==> src/rtl/core/lzwd_pkg.sv <==
// lzwd_pkg: shared constants, codes and control types for the LZW decoder.
// No dependencies; imported by lzwd_ctrl, lzwd_dp and the top level.
`timescale 1ns / 1ps
package lzwd_pkg;

   localparam int START_CODE_BITS    = 9;
   localparam int DEF_MAX_CODE_BITS  = 12;
   localparam int DEF_COUNT_BITS     = 24;
   localparam int CLEAR_CODE         = 1 << (START_CODE_BITS - 1);
   localparam int END_CODE           = CLEAR_CODE + 1;
   localparam int FIRST_FREE         = CLEAR_CODE + 2;
   localparam int TOTAL_W            = 24;

   typedef enum logic [1:0] {
      OP_FEED    = 2'd0,
      OP_FETCH   = 2'd1,
      OP_RESTART = 2'd2,
      OP_NOP     = 2'd3
   } op_type;

   typedef enum logic [1:0] {
      RS_OK      = 2'd0,
      RS_REFUSED = 2'd1,
      RS_ENDED   = 2'd2,
      RS_EMPTY   = 2'd3
   } rsp_status_type;

   typedef enum logic [1:0] {
      PH_NORMAL      = 2'd0,
      PH_AFTER_CLEAR = 2'd1,
      PH_ENDED       = 2'd2
   } phase_type;

   typedef enum logic [2:0] {
      CS_IDLE,
      CS_DECODE,
      CS_WALK,
      CS_FINISH,
      CS_RESP
   } ctl_state_type;

   typedef struct packed {
      logic accept;
      logic dec_start;
      logic walk_step;
      logic finish;
      logic resp_load;
   } ctl_cmd_type;

   typedef struct packed {
      logic feed_code;
      logic dec_special;
      logic start_walk;
      logic walk_more;
      logic out_busy;
   } dp_stat_type;

endpackage

==> src/rtl/core/lzwd_ctrl.sv <==
// lzwd_ctrl: sequencer for accept, decode, chain walk, finish and response.
// Depends on lzwd_pkg for the state enum and command/status structs.
`timescale 1ns / 1ps
module lzwd_ctrl (
   input  logic                 clock,
   input  logic                 reset,
   input  logic                 req_valid,
   output logic                 req_stall,
   input  lzwd_pkg::dp_stat_type stat,
   output lzwd_pkg::ctl_cmd_type cmd
);
   import lzwd_pkg::*;

   ctl_state_type state_ff, state_in;

   always_ff @(posedge clock) begin
      if (reset) begin
         state_ff <= CS_IDLE;
      end else begin
         state_ff <= state_in;
      end
   end

   always_comb begin
      state_in  = state_ff;
      cmd       = '0;
      req_stall = 1'b1;
      case (state_ff)
         CS_IDLE: begin
            req_stall = 1'b0;
            if (req_valid) begin
               cmd.accept = 1'b1;
               state_in   = stat.feed_code ? CS_DECODE : CS_RESP;
            end
         end
         CS_DECODE: begin
            cmd.dec_start = 1'b1;
            if (stat.dec_special) begin
               state_in = CS_RESP;
            end else if (stat.start_walk) begin
               state_in = CS_WALK;
            end else begin
               state_in = CS_FINISH;
            end
         end
         CS_WALK: begin
            cmd.walk_step = 1'b1;
            state_in      = stat.walk_more ? CS_WALK : CS_FINISH;
         end
         CS_FINISH: begin
            cmd.finish = 1'b1;
            state_in   = CS_RESP;
         end
         CS_RESP: begin
            if (!stat.out_busy) begin
               cmd.resp_load = 1'b1;
               state_in      = CS_IDLE;
            end
         end
         default: begin
            state_in = CS_IDLE;
         end
      endcase
   end

endmodule

==> config.mk <==
export PLATFORM = sky130hd
export DESIGN_NAME = lzwd_ctrl
export DESIGN_NICKNAME = d
export VERILOG_FILES = /design/src/rtl/core/lzwd_pkg.sv /design/src/rtl/core/lzwd_ctrl.sv
export SDC_FILE = /design/constraint.sdc
export NUM_CORES = 1
export LEC_CHECK = 0
export BUFFER_PORTS_ARGS = -buffer_cell sky130_fd_sc_hd__buf_2
export CORE_AREA = 4 4 41 43
export DETAILED_ROUTE_END_ITERATION = 8
export DIE_AREA = 0 0 45 47
export HOLD_SLACK_MARGIN = 0.08
export PLACE_DENSITY_LB_ADDON = 0.25
export SLEW_MARGIN = 20
export SYNTH_ARGS = -nofsm -noshare
export SYNTH_HDL_FRONTEND = slang
export SYNTH_SLANG_ARGS = --single-unit
==> constraint.sdc <==
create_clock -name clock -period 1.64 [get_ports clock]
set_input_delay 0 -clock clock [delete_from_list [all_inputs] [get_ports clock]]
set_output_delay 0 -clock clock [all_outputs]
set_load 0.05 [all_outputs]
==> flow_summary.ini, run 1 <==
[floorplan]
floorplan.initialDensity_pct = 15.87
design.die.area_um2 = 2115
num_rows = 13
design.core.area_um2 = 1301
die_w_um = 45
io_pins = 14
fp.dieH_um = 47

[placed_design]
place_ws_ns = 0.4510
hpwl_um = 428.5
place.gp.congestion = 0.7041
portBuffers = 13
placedInstanceArea_um2 = 281.5

[setup_path]
worstSetupPathType = register to output pin
cp.required_ns = 1.64
critPathArrivalTime_ns = 1.42
setup.worst_path.end_class = output pin
crit_path_start_kind = register
cp_max_fo = 12

[layout]
top_regs = state_ff x3
num-nets-final = 53
antenna_cells = 0
drive_gt1_share_pct = 40.91
largest_register = state_ff
largest_reg_flops = 3
final_util_pct = 25.96
final_area_um2 = 337.8
fill_cells = 155
syn_to_final_growth_pct = 63.64

[yosys]
synth_top_area_share_pct = 29.09
ys_ff_latch = 3
syn_nets = 34
avgSynthCellArea_um2 = 7.940
synth_cell_types = 16
synth.cell_area_um2 = 206.4
yosysTopAreaCell = dfxtp_1
yosys_warnings = 0
ys_seq_area_share_pct = 29.09
synth_cells = 26
synthTopCellsByArea = dfxtp_1, nor3b_1, nor4b_1

[timing]
finClkSkew_ns = 0.001359
max_slew.worst_pin.slew_ns = 0.3480
fin_ws_ns = 0.2190
rsz0062_at_grt = no
period_needed_ns = 1.421
setup_viol = 0
holdWs_ns = 0.08469
finalMaxSlewViolations = 0
fmax_mhz = 703.7
hold_violations = 0
post-route-period-util_pct = 86.65
max-slew-margin-rel_pct = 76.77

[drt]
viasPerCell = 4.356
detailroute.via_count = 257
wl_per_cell_um = 9.559
drt_first_iter_violations = 0
routed_wl_um = 564
post-route-drc-count = 0
firstDrtPassIters = 1
ant_nets = 0

[hold_path]
hp-class = input port to register

[clocking]
clk_path_buf_depth = 2
cts.htree.levels = 1
cts_tree = built
cts_made_buffers = 3
cts_root_buf = clkbuf_4
cts.clk_slew.worst_paths_ns = 0.04
insertion_delay_ns = 0.23
cts.sinks = 3
cts.repair.resized = 0

[global_route]
grt_max_degree = 13
overflow = 0
grt_pass1_vias = 268
grt_pass1_wl_um = 1007
antenna_found_initial = 0
track_usage_pct = 7.103

[pwr]
leakage_nw = 0.1468
ir_worst_vdd_uv = 215.1
powerDensity_nw_per_um2 = 898.8

[outcome]
status = finished clean

[job]
drv_cap = 0
[logic make-up (layout without fill, tap and decap cells)]
group | after synthesis | count (layout) | synth area share, %
AO/OA/AOI/OAI | 4 | 4 | 12.12
flip-flops | 3 | 3 | 29.09
AND/OR/NAND/NOR | 15 | 15 | 47.88
buffers and inverters | 4 | 22 | 10.90
[placed cells by master, fill, tap and decap left out]
cell type / instances
clkbuf_4: 3
inv_2: 1
and2_1: 1
inv_1: 1
nor3_1: 3
nand3b_1: 2
nor3b_1: 3
buf_2: 13
nor4b_2: 1
clkbuf_1: 1
nor4b_1: 1
a31oi_1: 2
nand4b_1: 1
dlygate4sd3_1: 3
a211oi_1: 1
nor2_1: 2
or3_1: 1
a21oi_1: 1
dfxtp_1: 3
[metrics by stage]
| step | cells | power (W) | setup TNS [ns] |
|---|---|---|---|
| after CTS | 59 | 0.0003084 | 0 |
| after global routing | 59 | 0.0003303 | 0 |
| after global placement | 52 | 0.0001718 | 0 |
| after floorplan | 26 | 0.0001481 | -0.004953 |
| after detailed placement | 52 | 0.0001709 | 0 |
| final | 59 | 0.0003036 | 0 |
[worst max-delay path: stages (launching register included)]
cell and delay, ns:
dfxtp_1 0.40, nor3_1 0.36, and2_1 0.17, buf_2 0.25
[cell type report]
class / instances / area (µm²) / area share, %
tap: 15 / 18.77 / 5.556
inverter: 2 / 7.507 / 2.222
clock buffer: 4 / 26.28 / 7.778
multi-input combinational: 19 / 130.1 / 38.52
sequential: 3 / 60.06 / 17.78
timing repair buffer: 16 / 95.09 / 28.15
[power breakdown]
part           leakage [nW]  internal, W  switching [W]
sequential           0.0245    0.0000780      0.0000101
clock                0.0150    0.0000912      0.0000381
combinational         0.107    0.0000302      0.0000561
[routing by layer]
layer,track usage (%),vias up,wire [µm]
met4,7.018,0,17
met1,6.803,111,243
li1,-,132,-
met2,10.45,12,253
met3,4.215,2,50
met5,0,-,0
[cell usage after synthesis]
master and instances:
dfxtp_1 3, nor3_1 3, nor3b_1 3, a31oi_1 2, nand3b_1 2, nor2_1 2
nor4b_1 2, a211oi_1 1, a21oi_1 1, and2_1 1, buf_6 1, clkbuf_1 1
inv_1 1, inv_2 1, nand4b_1 1, or3_1 1
[worst paths after layout]
kind,start,end,slack [ns],cells after the start
hold / removal,req_valid,state_ff[2],0.08,3
hold reg to reg,state_ff[2],state_ff[0],0.59,1
setup reg to reg,state_ff[1],state_ff[0],0.49,3
setup / recovery,state_ff[1],cmd[4],0.22,3
[what timing repair did]
item                                    in CTS  in global routing
endpoints found under the setup margin       0                  0
hold buffers                                 3                  0
setup buffers                                0                  0
endpoints found under the hold margin        3                  0
Note: power is estimated with default switching activity, not from simulation.
==> run 2: changes to the inputs <==
CELL_PAD_IN_SITES_DETAIL_PLACEMENT = 0   (was unset)
CELL_PAD_IN_SITES_GLOBAL_PLACEMENT = 1   (was unset)
CTS_BUF_LIST = sky130_fd_sc_hd__clkbuf_16   (was unset)
CTS_CLUSTER_SIZE = 30   (was unset)
==> run 2 against run 1 <==
Compared with the run above:
- clock power rose to 3.0 times the previous value
- hold slack hardly changed
- largest power group unchanged
- non-clock buffer count shrank 1
==> flow_summary.ini, run 2 (synthesis gave the netlist of run 1 again) <==
[outcome]
status = finished clean

[layout]
largest_reg_flops = 3
syn_to_final_growth_pct = 84.24
antenna_cells = 0
final_cell_mix = buf_2, nor3b_1, nor3_1, clkbuf_16, dfxtp_1
fill_cells = 156
mostFrequentLayoutCell = buf_2
top_regs = state_ff x3
final_util_pct = 29.23
final_area_um2 = 380.4
num-nets-final = 52
largest_register = state_ff
drive_gt1_share_pct = 41.86
fin_cells = 58

[setup_path]
cp.required_ns = 1.64
crit_chain = nor3_1, and2_1, buf_2
r2r_slack_ns = 0.55
worstSetupPathType = register to output pin
path_buf_inv = 1
setup.worst_path.end_class = output pin
cp_max_fo = 12
critPathTopFamily = simple AND/OR/NAND/NOR gates
slowest_delay_ns = 0.40
cpMaxStageDelayCell = dfxtp_1
crit-reg2reg-launch = state_ff[1]
crit_path_start_kind = register
startpoint = state_ff[1]
critPathArrivalTime_ns = 1.38

[drt]
routed_wl_um = 592
firstDrtPassIters = 3
drt_first_iter_violations = 3
viasPerCell = 4.310
ant_nets = 0
post-route-drc-count = 0
detailroute.via_count = 250
wl_per_cell_um = 10.21

[global_route]
use_met3_pct = 3.448
overflow = 0
grt_pass1_vias = 233
antenna_found_initial = 0
met2_usage_pct = 10.17
met1_usage_pct = 6.576
grt_busiest_layer = met2
grt_max_degree = 13
track_usage_pct = 6.551
grt_pass1_wl_um = 931

[pwr]
powerDensity_nw_per_um2 = 1465
seq_power_share_pct = 15.8
intPower_w = 0.0004215
p_sw_share_pct = 24.33
ir_worst_vdd_uv = 379.6
p_comb_share_pct = 15.1
switching_power_w = 0.0001355
leakage_nw = 0.1699
power_frac_clock_pct = 69.1

[clocking]
cts_made_buffers = 3
cts_tree = built
cts_root_buf = clkbuf_16
cts.repair.resized = 0
cts.htree.levels = 1
cts.sinks = 3
insertion_delay_ns = 0.22
cts.clk_slew.worst_paths_ns = 0.03
clk_path_buf_depth = 2

[floorplan]
fp.dieH_um = 47
die_w_um = 45
design.die.area_um2 = 2115
floorplan.initialDensity_pct = 15.87
io_pins = 14
design.core.area_um2 = 1301
num_rows = 13

[timing]
max_slew.worst_pin.slew_ns = 0.3460
rsz0062_at_grt = no
finalMaxSlewViolations = 0
hold_violations = 0
setup_viol = 0
finClkSkew_ns = 0.001164
post-route-period-util_pct = 84.23
period_needed_ns = 1.381
max-slew-margin-rel_pct = 76.90
fin_ws_ns = 0.2586
fmax_mhz = 723.9

[job]
drv_cap = 0

[hold_path]
hp-class = input port to register
min_from = stat[4]

[placed_design]
hpwl_um = 457
placedCellCount = 52
place.gp.congestion = 0.6975
portBuffers = 13
placedInstanceArea_um2 = 281.5
place_ws_ns = 0.4845
==> run 2: final timing paths <==
check / endpoint / cells after the start
hold reg to reg: state_ff[0] / 1
setup / recovery: cmd[4] / 3
setup reg to reg: state_ff[2] / 3
hold / removal: state_ff[2] / 3
==> run 2: power groups by stage <==
| stage | registers, W | logic [W] | clock network (W) |
|---|---|---|---|
| 5_1_grt | 0.0000895 | 0.0000908 | 0.000395 |
| 2_1_floorplan | 0.0000824 | 0.0000657 | 0 |
| 3_3_place_gp | 0.0000895 | 0.0000812 | 0 |
| 3_5_place_dp | 0.0000889 | 0.0000820 | 0 |
| 4_1_cts | 0.0000882 | 0.0000856 | 0.000389 |
| 6_report | 0.0000880 | 0.0000842 | 0.000385 |
==> run 2: cell type report <==
cell class,instances,area [µm²],area share (%)
Clock buffer,3,75.07,19.74
Clock inverter,1,3.754,0.9868
Inverter,2,7.507,1.974
Multi-Input combinational cell,19,130.1,34.21
Sequential cell,3,60.06,15.79
Tap cell,15,18.77,4.934
Timing Repair Buffer,15,85.08,22.37
==> run 2: through the flow <==
stage	total power [W]	hold WS (ns)	setup TNS (ns)
after detailed placement	0.0001709	0.2076	0
after global placement	0.0001707	0.2039	0
final	0.0005571	0.08460	0
after CTS	0.0005631	0.09073	0
after global routing	0.0005753	0.1084	0
after floorplan	0.0001481	0.06941	-0.004953
==> run 2: tightest hold or removal path: stages <==
cell      delay (ns)
buf_2           0.08
nand3b_1        0.10
a31oi_1         0.08
==> run 2: metal layers <==
| metal | share of wire, % | vias to the layer above |
|---|---|---|
| li1 | - | 131 |
| met1 | 39 | 109 |
| met2 | 49 | 8 |
| met3 | 8.6 | 2 |
| met4 | 3.0 | 0 |
| met5 | 0 | - |
==> run 2: timing repair <==
item,4_1_cts,5_1_grt
buffers inserted,0,0
hold buffers,2,0
endpoints found under the hold margin,3,0
